## src/hw/rtl/pte_pkg.sv

```systemverilog
// shared constants and types for the packet timestamp estimator
`default_nettype none

package pte_pkg;

   // divider sizing: widest dividend is the 88-bit scaled cycle difference
   localparam int unsigned DIVIDEND_W = 88;
   localparam int unsigned DIVISOR_W  = 64;
   localparam int unsigned QUOTIENT_W = 64;
   localparam int unsigned STEPS_W    = 7;
   localparam int unsigned WORD_W     = 32;

   localparam logic [STEPS_W-1:0] STEPS_PRECISE = STEPS_W'(DIVIDEND_W);
   localparam logic [STEPS_W-1:0] STEPS_WORD    = STEPS_W'(WORD_W);

   // ticks to 100 ns units
   localparam int unsigned SCALE_W = 24;
   localparam logic [SCALE_W-1:0] UNIT_SCALE = 24'd10000000;

   localparam int unsigned RATE_W = 34;
   localparam logic [31:0] SPEED_RESET = 32'd1250;

   // register map
   localparam int unsigned CSR_IDX_W  = 3;
   localparam int unsigned CSR_DATA_W = 64;
   localparam logic [CSR_IDX_W-1:0] REG_TICK_RATE   = 3'd0;
   localparam logic [CSR_IDX_W-1:0] REG_BASE_CYCLES = 3'd1;
   localparam logic [CSR_IDX_W-1:0] REG_BASE_TIME   = 3'd2;
   localparam logic [CSR_IDX_W-1:0] REG_RECAL       = 3'd3;
   localparam logic [CSR_IDX_W-1:0] REG_OVERHEAD    = 3'd4;

   localparam logic [RATE_W-1:0] TICK_RATE_RESET = 34'd1000000000;
   localparam logic [15:0]       RECAL_RESET     = 16'd1000;
   localparam logic [7:0]        OVERHEAD_RESET  = 8'd24;

   // command codes
   localparam logic CMD_STAMP  = 1'b0;
   localparam logic CMD_RESYNC = 1'b1;

   typedef struct packed {
      logic               start;
      logic [STEPS_W-1:0] steps;
   } div_ctl_type;

   typedef struct packed {
      logic busy;
      logic done;
   } div_stat_type;

endpackage

`default_nettype wire

```

## src/hw/rtl/packet_timestamp_estimator.sv

```systemverilog
// packet timestamp estimator top level: sequencer, state and output register
//
// Input channel req_*: one transfer per packet (command 0) or resync (command 1),
// carrying the packet length and the current free-running cycle count.
// Result channel rsp_*: exactly one timestamp transfer per input transfer, in order.
// Configuration csr_*: single-cycle writes; the user must make them only while
// the block is idle, which the block itself does not enforce. A plain stamp
// passes through S_ST_GO, S_ST_WAIT and S_DONE before rsp_valid rises; one shared
// bit-serial divider produces the 32-bit quotient bytes / speed, one bit a cycle.
// A resync builds a 64 x 24 product from two 32 x 24 partial products, then runs
// 88 divider steps by the tick rate. A recalibrating packet (every recal_period
// packets) runs estimate, precise time, new speed and stamp back to back on the
// divider. req_ready is high only while the sequencer is idle; one item is in
// work at a time, and the earliest next transfer comes in the same cycle that rsp_valid rises.
// The result sits in an output register, so the next item is taken while a
// finished timestamp still waits on a stalled receiver; the sequencer holds its
// next result until that register frees up.
// Reset (synchronous) restores the register defaults, clears last time, call
// count and byte count, and sets the speed estimate to 1250.
`default_nettype none

module packet_timestamp_estimator
   import pte_pkg::*;
(
   input  wire logic                  clock,
   input  wire logic                  reset,
   input  wire logic                  req_valid,
   output logic                       req_ready,
   input  wire logic                  req_command,
   input  wire logic [15:0]           req_packet_length,
   input  wire logic [63:0]           req_cycle_count,
   output logic                       rsp_valid,
   input  wire logic                  rsp_ready,
   output logic [63:0]                rsp_timestamp,
   input  wire logic                  csr_write_en,
   input  wire logic [CSR_IDX_W-1:0]  csr_index,
   input  wire logic [CSR_DATA_W-1:0] csr_wdata
);

   localparam logic [3:0] S_IDLE     = 4'd0;
   localparam logic [3:0] S_EST_GO   = 4'd1;
   localparam logic [3:0] S_EST_WAIT = 4'd2;
   localparam logic [3:0] S_DIFF     = 4'd3;
   localparam logic [3:0] S_MUL_LO   = 4'd4;
   localparam logic [3:0] S_MUL_HI   = 4'd5;
   localparam logic [3:0] S_PT_GO    = 4'd6;
   localparam logic [3:0] S_PT_WAIT  = 4'd7;
   localparam logic [3:0] S_RECAL    = 4'd8;
   localparam logic [3:0] S_SPD_GO   = 4'd9;
   localparam logic [3:0] S_SPD_WAIT = 4'd10;
   localparam logic [3:0] S_ST_GO    = 4'd11;
   localparam logic [3:0] S_ST_WAIT  = 4'd12;
   localparam logic [3:0] S_DONE     = 4'd13;

   // configuration
   logic [RATE_W-1:0] tick_rate_ff, tick_rate_in;
   logic [63:0]       base_cycles_ff, base_cycles_in;
   logic [63:0]       base_time_ff, base_time_in;
   logic [15:0]       recal_ff, recal_in;
   logic [7:0]        overhead_ff, overhead_in;

   // estimator state
   logic [3:0]  state_ff, state_in;
   logic [63:0] last_time_ff, last_time_in;
   logic [15:0] call_ff, call_in;
   logic [31:0] byte_total_ff, byte_total_in;
   logic [31:0] speed_ff, speed_in;
   logic        rsp_valid_ff, rsp_valid_in;

   // per-item working registers
   logic                  cmd_ff, cmd_in;
   logic [15:0]           len_ff, len_in;
   logic [63:0]           cyc_ff, cyc_in;
   logic [63:0]           diff_ff, diff_in;
   logic [DIVIDEND_W-1:0] prod_ff, prod_in;
   logic [63:0]           est_ff, est_in;
   logic [63:0]           now_ff, now_in;
   logic [63:0]           elapsed_ff, elapsed_in;
   logic [63:0]           result_ff, result_in;
   logic [63:0]           rsp_ts_ff, rsp_ts_in;

   logic                        accept;
   logic                        out_free;
   logic [31:0]                 mul_a;
   logic [31+SCALE_W:0]         mul_p;
   logic [RATE_W-1:0]           rate_nz;
   logic [31:0]                 speed_nz;
   logic [63:0]                 now_calc;
   logic [63:0]                 elapsed_calc;
   logic [31:0]                 quo_word;
   logic [31:0]                 pkt_bytes;

   div_ctl_type           div_ctl;
   div_stat_type          div_stat;
   logic [DIVIDEND_W-1:0] div_dividend;
   logic [DIVISOR_W-1:0]  div_divisor;
   logic [QUOTIENT_W-1:0] div_quo;

   pte_divider u_divider (
      .clock    (clock),
      .reset    (reset),
      .ctl      (div_ctl),
      .dividend (div_dividend),
      .divisor  (div_divisor),
      .stat     (div_stat),
      .quotient (div_quo)
   );

   assign req_ready     = (state_ff == S_IDLE);
   assign accept        = req_valid && req_ready;
   assign rsp_valid     = rsp_valid_ff;
   assign rsp_timestamp = rsp_ts_ff;
   assign out_free      = !rsp_valid_ff || rsp_ready;

   assign rate_nz  = (tick_rate_ff == '0) ? RATE_W'(1) : tick_rate_ff;
   assign speed_nz = (speed_ff == '0) ? 32'd1 : speed_ff;
   assign quo_word = div_quo[31:0];

   // one 32 x 24 multiplier shared by both halves of the cycle difference
   assign mul_a = (state_ff == S_MUL_HI) ? diff_ff[63:32] : diff_ff[31:0];
   assign mul_p = mul_a * UNIT_SCALE;

   assign now_calc     = div_quo + base_time_ff;
   assign elapsed_calc = now_ff - last_time_ff;
   assign pkt_bytes    = {16'd0, len_ff} + {24'd0, overhead_ff};

   // divider operand select
   always_comb begin
      div_ctl.start = 1'b0;
      div_ctl.steps = STEPS_WORD;
      div_dividend  = {byte_total_ff, (DIVIDEND_W - WORD_W)'(0)};
      div_divisor   = {32'd0, speed_nz};
      unique case (state_ff)
         S_EST_GO, S_ST_GO: begin
            div_ctl.start = 1'b1;
         end
         S_PT_GO: begin
            div_ctl.start = 1'b1;
            div_ctl.steps = STEPS_PRECISE;
            div_dividend  = prod_ff;
            div_divisor   = {(DIVISOR_W - RATE_W)'(0), rate_nz};
         end
         S_SPD_GO: begin
            div_ctl.start = 1'b1;
            div_divisor   = elapsed_ff;
         end
         default: begin
         end
      endcase
   end

   always_comb begin
      tick_rate_in   = tick_rate_ff;
      base_cycles_in = base_cycles_ff;
      base_time_in   = base_time_ff;
      recal_in       = recal_ff;
      overhead_in    = overhead_ff;
      state_in       = state_ff;
      last_time_in   = last_time_ff;
      call_in        = call_ff;
      byte_total_in  = byte_total_ff;
      speed_in       = speed_ff;
      rsp_valid_in   = rsp_valid_ff;
      cmd_in         = cmd_ff;
      len_in         = len_ff;
      cyc_in         = cyc_ff;
      diff_in        = diff_ff;
      prod_in        = prod_ff;
      est_in         = est_ff;
      now_in         = now_ff;
      elapsed_in     = elapsed_ff;
      result_in      = result_ff;
      rsp_ts_in      = rsp_ts_ff;

      if (rsp_valid_ff && rsp_ready) begin
         rsp_valid_in = 1'b0;
      end

      if (csr_write_en) begin
         unique case (csr_index)
            REG_TICK_RATE:   tick_rate_in   = csr_wdata[RATE_W-1:0];
            REG_BASE_CYCLES: base_cycles_in = csr_wdata;
            REG_BASE_TIME:   base_time_in   = csr_wdata;
            REG_RECAL:       recal_in       = csr_wdata[15:0];
            REG_OVERHEAD:    overhead_in    = csr_wdata[7:0];
            default: begin
            end
         endcase
      end

      unique case (state_ff)
         S_IDLE: begin
            if (accept) begin
               cmd_in = req_command;
               len_in = req_packet_length;
               cyc_in = req_cycle_count;
               if (req_command == CMD_RESYNC) begin
                  state_in = S_DIFF;
               end else if (call_ff == recal_ff) begin
                  state_in = S_EST_GO;
               end else begin
                  call_in       = call_ff + 16'd1;
                  byte_total_in = byte_total_ff + {16'd0, req_packet_length}
                                  + {24'd0, overhead_ff};
                  state_in      = S_ST_GO;
               end
            end
         end
         S_EST_GO: state_in = S_EST_WAIT;
         S_EST_WAIT: begin
            if (div_stat.done) begin
               est_in   = last_time_ff + {32'd0, quo_word};
               state_in = S_DIFF;
            end
         end
         S_DIFF: begin
            diff_in  = cyc_ff - base_cycles_ff;
            state_in = S_MUL_LO;
         end
         S_MUL_LO: begin
            prod_in  = {(DIVIDEND_W - 32 - SCALE_W)'(0), mul_p};
            state_in = S_MUL_HI;
         end
         S_MUL_HI: begin
            prod_in  = prod_ff + {mul_p, 32'd0};
            state_in = S_PT_GO;
         end
         S_PT_GO: state_in = S_PT_WAIT;
         S_PT_WAIT: begin
            if (div_stat.done) begin
               if (cmd_ff == CMD_RESYNC) begin
                  last_time_in = now_calc;
                  result_in    = now_calc;
                  state_in     = S_DONE;
               end else begin
                  now_in   = now_calc;
                  state_in = S_RECAL;
               end
            end
         end
         S_RECAL: begin
            // estimate fell behind: adopt the precise time
            if (est_ff < now_ff) begin
               last_time_in = now_ff;
            end
            elapsed_in = (elapsed_calc == '0) ? 64'd1 : elapsed_calc;
            call_in    = 16'd1;
            state_in   = S_SPD_GO;
         end
         S_SPD_GO: state_in = S_SPD_WAIT;
         S_SPD_WAIT: begin
            if (div_stat.done) begin
               speed_in      = (quo_word == '0) ? 32'd1 : quo_word;
               byte_total_in = pkt_bytes;
               state_in      = S_ST_GO;
            end
         end
         S_ST_GO: state_in = S_ST_WAIT;
         S_ST_WAIT: begin
            if (div_stat.done) begin
               result_in = last_time_ff + {32'd0, quo_word};
               state_in  = S_DONE;
            end
         end
         S_DONE: begin
            if (out_free) begin
               rsp_valid_in = 1'b1;
               rsp_ts_in    = result_ff;
               state_in     = S_IDLE;
            end
         end
         default: state_in = S_IDLE;
      endcase
   end

   always_ff @(posedge clock) begin
      if (reset) begin
         tick_rate_ff   <= TICK_RATE_RESET;
         base_cycles_ff <= '0;
         base_time_ff   <= '0;
         recal_ff       <= RECAL_RESET;
         overhead_ff    <= OVERHEAD_RESET;
         state_ff       <= S_IDLE;
         last_time_ff   <= '0;
         call_ff        <= '0;
         byte_total_ff  <= '0;
         speed_ff       <= SPEED_RESET;
         rsp_valid_ff   <= 1'b0;
      end else begin
         tick_rate_ff   <= tick_rate_in;
         base_cycles_ff <= base_cycles_in;
         base_time_ff   <= base_time_in;
         recal_ff       <= recal_in;
         overhead_ff    <= overhead_in;
         state_ff       <= state_in;
         last_time_ff   <= last_time_in;
         call_ff        <= call_in;
         byte_total_ff  <= byte_total_in;
         speed_ff       <= speed_in;
         rsp_valid_ff   <= rsp_valid_in;
      end
   end

   always_ff @(posedge clock) begin
      cmd_ff     <= cmd_in;
      len_ff     <= len_in;
      cyc_ff     <= cyc_in;
      diff_ff    <= diff_in;
      prod_ff    <= prod_in;
      est_ff     <= est_in;
      now_ff     <= now_in;
      elapsed_ff <= elapsed_in;
      result_ff  <= result_in;
      rsp_ts_ff  <= rsp_ts_in;
   end

`ifndef NO_ASSERTIONS
   a_speed_nonzero: assert property (@(posedge clock) disable iff (reset)
      speed_ff != 32'd0)
      else $error("speed estimate reached zero");

   a_wait_has_divider: assert property (@(posedge clock) disable iff (reset)
      (state_ff == S_EST_WAIT || state_ff == S_PT_WAIT || state_ff == S_SPD_WAIT
       || state_ff == S_ST_WAIT) |-> (div_stat.busy || div_stat.done))
      else $error("sequencer waits on an idle divider");

   a_result_loaded: assert property (@(posedge clock) disable iff (reset)
      (state_ff == S_DONE && out_free) |=> (rsp_valid_ff && rsp_ts_ff == $past(result_ff)))
      else $error("finished result not moved to the output register");
`endif

endmodule

`default_nettype wire

```

## src/hw/rtl/pte_divider.sv

```systemverilog
// shared restoring divider, one quotient bit per cycle
`default_nettype none

module pte_divider
   import pte_pkg::*;
(
   input  wire logic                  clock,
   input  wire logic                  reset,
   input  wire div_ctl_type           ctl,
   input  wire logic [DIVIDEND_W-1:0] dividend,
   input  wire logic [DIVISOR_W-1:0]  divisor,
   output div_stat_type               stat,
   output logic [QUOTIENT_W-1:0]      quotient
);

   logic                  busy_ff, busy_in;
   logic                  done_ff, done_in;
   logic [STEPS_W-1:0]    cnt_ff, cnt_in;
   logic [DIVIDEND_W-1:0] num_ff, num_in;
   logic [DIVISOR_W-1:0]  div_ff, div_in;
   logic [DIVISOR_W-1:0]  rem_ff, rem_in;
   logic [QUOTIENT_W-1:0] quo_ff, quo_in;

   logic [DIVISOR_W:0] rem_sh;
   logic [DIVISOR_W:0] rem_sub;
   logic               ge;

   // dividend is consumed msb first
   assign rem_sh  = {rem_ff, num_ff[DIVIDEND_W-1]};
   assign ge      = rem_sh >= {1'b0, div_ff};
   assign rem_sub = rem_sh - {1'b0, div_ff};

   always_comb begin
      busy_in = busy_ff;
      done_in = 1'b0;
      cnt_in  = cnt_ff;
      num_in  = num_ff;
      div_in  = div_ff;
      rem_in  = rem_ff;
      quo_in  = quo_ff;
      if (ctl.start) begin
         busy_in = 1'b1;
         cnt_in  = ctl.steps;
         num_in  = dividend;
         div_in  = divisor;
         rem_in  = '0;
         quo_in  = '0;
      end else if (busy_ff) begin
         rem_in = ge ? rem_sub[DIVISOR_W-1:0] : rem_sh[DIVISOR_W-1:0];
         quo_in = {quo_ff[QUOTIENT_W-2:0], ge};
         num_in = {num_ff[DIVIDEND_W-2:0], 1'b0};
         cnt_in = cnt_ff - STEPS_W'(1);
         if (cnt_ff == STEPS_W'(1)) begin
            busy_in = 1'b0;
            done_in = 1'b1;
         end
      end
   end

   always_ff @(posedge clock) begin
      if (reset) begin
         busy_ff <= 1'b0;
         done_ff <= 1'b0;
         cnt_ff  <= '0;
      end else begin
         busy_ff <= busy_in;
         done_ff <= done_in;
         cnt_ff  <= cnt_in;
      end
   end

   always_ff @(posedge clock) begin
      num_ff <= num_in;
      div_ff <= div_in;
      rem_ff <= rem_in;
      quo_ff <= quo_in;
   end

   assign stat.busy = busy_ff;
   assign stat.done = done_ff;
   assign quotient  = quo_ff;

`ifndef NO_ASSERTIONS
   a_no_start_busy: assert property (@(posedge clock) disable iff (reset)
      ctl.start |-> !busy_ff)
      else $error("divider started while busy");

   a_done_after_last: assert property (@(posedge clock) disable iff (reset)
      (busy_ff && !ctl.start && cnt_ff == STEPS_W'(1)) |=> (done_ff && !busy_ff))
      else $error("divider did not finish after its last step");

   a_done_needs_run: assert property (@(posedge clock) disable iff (reset)
      done_ff |-> $past(busy_ff))
      else $error("divider done without a run");
`endif

endmodule

`default_nettype wire

```

## config.mk

```make
export PLATFORM = sky130hd
export DESIGN_NAME = packet_timestamp_estimator
export DESIGN_NICKNAME = d
export VERILOG_FILES = /design/src/hw/rtl/pte_pkg.sv /design/src/hw/rtl/packet_timestamp_estimator.sv /design/src/hw/rtl/pte_divider.sv
export SDC_FILE = /design/constraint.sdc
export NUM_CORES = 2
export LEC_CHECK = 0
export BUFFER_PORTS_ARGS = -buffer_cell sky130_fd_sc_hd__buf_4
export CAP_MARGIN = 30
export CELL_PAD_IN_SITES_DETAIL_PLACEMENT = 0
export CELL_PAD_IN_SITES_GLOBAL_PLACEMENT = 1
export CORE_ASPECT_RATIO = 0.8
export CORE_MARGIN = 5
export CORE_UTILIZATION = 50
export DETAILED_ROUTE_END_ITERATION = 7
export GPL_TIMING_DRIVEN = 0
export PLACE_DENSITY_LB_ADDON = 0.1
export SLEW_MARGIN = 20
export SYNTH_ARGS = -nofsm -noshare
export SYNTH_HDL_FRONTEND = slang
export SYNTH_SLANG_ARGS = --single-unit
```

## constraint.sdc

```tcl
create_clock -name clock -period 10.4 [get_ports clock]
set_clock_uncertainty 0.15 [all_clocks]
set_input_delay 1.04 -clock clock [delete_from_list [all_inputs] [get_ports clock]]
set_output_delay 1.04 -clock clock [all_outputs]
set_load 0.05 [all_outputs]
```

==> results.txt <==
Hold Buf Count CTS -> 0
hold path depth -> 0
routed vias/inst -> 5.90
outcome -> completed
Worst R2R Setup Slack -> 0.28 ns
Ports -> 219
Max Fclk -> 0.0988 GHz
clk sink count -> 1163
CTS Buf Count -> 132
Setup CP Type -> register to register
Finished Cell Area -> 84500 sq um
slew of the pin with the lowest slew margin -> 1.10 ns
worst skew pair latency -> 0.79 ns
CP delay by family, top -> adder cells
asr flop ratio synth -> 0%
CP Launch Type -> register
ANT nets after route -> 0
WP buf/inv -> 10
library cells used by synthesis -> 93
Gate Count Post-Synth -> 8065
die area -> 158000 sq um
Final setup viols -> 0
die extent in x -> 443 um
RR Endpoint -> prod_ff[83]
net total in the final layout -> 9469
Synth Net Count -> 9072
Worst EP arrival -> 10.46 ns
Total GRT Usage -> 32.7%
CP Capture Type -> register
Initial Util -> 50.2%
min-delay src -> result_ff[19]
core region area -> 149000 sq um
final hold slack -> 0.266 ns
max-slew violations -> 0
Post-synth EDFFs -> 691
Detailed Place HPWL -> 214000 um
largest area contributor in the netlist -> edfxtp_1
Final period util -> 97.3%
average routed wire per standard cell -> 25.1 um
WP data required -> 10.74 ns
clock transition at the registers of the reported paths -> 0.06 ns
initial DRC count -> 6512
Area contributors post-synth -> edfxtp_1 (28%), dfxtp_1 (13%), ha_1 (11%), nand2_1 (5.6%), fa_1 (4.8%)
Root Buffer -> clkbuf_16
crit-path max cell delay -> 0.60 ns
initial antenna violation count -> 18
row count -> 127
synth-to-layout area growth -> 12.8%
dominant synthesized flop cell -> edfxtp_1
Final Wtd Congestion -> 0.973
CP max stage cell -> fa_1
clock buffer depth -> 3
post-synth top area share -> 27.7%
#FFs+latches synth -> 1163
Worst Hold Class -> register to register
syn_area_per_cell -> 9.29 sq um
CTS tree -> built
vias in the first global route -> 58500
Setup TNS -> 0 ns
Seq/Total Area, Yosys -> 40.3%
total gr overflow -> 0
largest net degree at the start of global routing -> 68
Fin. Hold Viols -> 0
die height -> 356 um
Mapped Area -> 74900 sq um
share of cells above drive strength 1 -> 7.50%
hold endpoint -> rsp_timestamp[19]
Cell Area, Placed -> 79700 sq um
relative slew slack -> 26.7%
synth warn -> 0
r2r startpoint -> state_ff[1]
minimum clock period -> 10.12 ns
Max-Cap Viols -> 0
critical path peak fanout -> 10
first-pass GRT wire length -> 387000 um
drc violations -> 0
Post-Route WL -> 265000 um
port bufs -> 218
Vias -> 62400
H-tree depth -> 4
first-pass iteration count of the detailed router -> 6
Reg2Reg Depth -> 40
[cell usage in the layout (no fill, tap or decap), types with 111 or more instances in the layout]
master | synthesis | routed
a21o_1 | 207 | 206
clkbuf_1 | 295 | 309
o21ai_0 | 314 | 312
inv_1 | 782 | 781
nand4_1 | 111 | 111
xnor2_1 | 300 | 292
nor2_1 | 574 | 571
edfxtp_1 | 691 | 691
dfxtp_1 | 472 | 471
nand2_1 | 1118 | 1109
a21oi_1 | 687 | 683
nand3_1 | 127 | 126
buf_4 | 0 | 236
xor2_1 | 149 | 144
fa_1 | 180 | 180
clkbuf_16 | 0 | 139
ha_1 | 674 | 673
[through the flow]
stage,cells,worst slack [ns],util (%)
2_1_floorplan,8065,1.10,-
3_3_place_gp,10300,-2.13,52.9
3_5_place_dp,10300,-2.19,53.4
4_1_cts,10600,0.0571,56.4
5_1_grt,10600,-0.0212,56.6
6_report,10600,0.276,56.6
[cell type report]
cell class / instances / area [sq um]
clock inverter: 58 / 637
timing repair buffer: 266 / 2320
buffer: 318 / 1270
multi-input combinational: 5796 / 40900
fill: 13700 / 64900
tap: 1999 / 2500
sequential: 1163 / 30200
inverter: 785 / 2950
antenna: 6 / 15.0
clock buffer: 182 / 3720
[flip-flops by register name (all words and copies together), names as in the netlist, 16 cells and up]
signal and cells:
now_ff 64, rsp_timestamp 64, elapsed_ff 64, result_ff 64, u_divider.num_ff 81, tick_rate_ff 34, u_divider.rem_ff 64, prod_ff 81
cyc_ff 64, speed_ff 32, u_divider.div_ff 64, base_time_ff 64, est_ff 64, byte_total_ff 32, u_divider.quotient 64, base_cycles_ff 64
last_time_ff 64, recal_ff 16, len_ff 16, diff_ff 64, call_ff 16
[worst max-delay path by stage]
stage | from | to | slack (ns) | cells past startpoint
final | state_ff[1] | prod_ff[83] | 0.28 | 40
after global routing | state_ff[3] | prod_ff[83] | -0.02 | 42
after CTS | state_ff[3] | prod_ff[81] | 0.06 | 41
after detailed placement | state_ff[3] | prod_ff[81] | -2.19 | 41
after global placement | state_ff[3] | prod_ff[81] | -2.13 | 41
after floorplan | state_ff[3] | prod_ff[85] | 1.10 | 42
[Yosys cell counts (76+ instances only)]
cell type	instances
nand2_1	1118
inv_1	782
edfxtp_1	691
a21oi_1	687
ha_1	674
nor2_1	574
dfxtp_1	472
o21ai_0	314
xnor2_1	300
clkbuf_1	295
a21o_1	207
fa_1	180
xor2_1	149
nand3_1	127
nand4_1	111
mux2i_1	95
and2_1	93
nor3_1	84
o21a_1	76
[repair_timing]
action,CTS,global route
endpoints found under the setup margin,33,14
pin swaps,1,3
setup buffers,1,5
hold endpoints to repair,0,0
cloned,0,0
resized for setup,44,33
[kinds of logic after synthesis]
group	after synthesis	synth area share (%)
adder cells (fa/ha/maj)	854	16.1
XOR/XNOR	449	5.25
multiplexers	138	1.92
buffers and inverters	1106	5.56
flip-flops	1163	40.3
AND/OR/NAND/NOR	2462	14.7
AO/OA/AOI/OAI	1893	16.2
[metal layers]
layer	vias up	GRT usage, %	wire, um	share of wire, %
li1	29200	-	-	-
met1	30300	51.2	128000	48
met2	2530	44.1	102000	39
met3	339	8.62	27200	10
met4	14	8.54	7220	2.7
met5	-	0	73	0.028
Power is not shown: default switching activity piles up to over one toggle a cycle in this logic, so the estimate is an artifact.
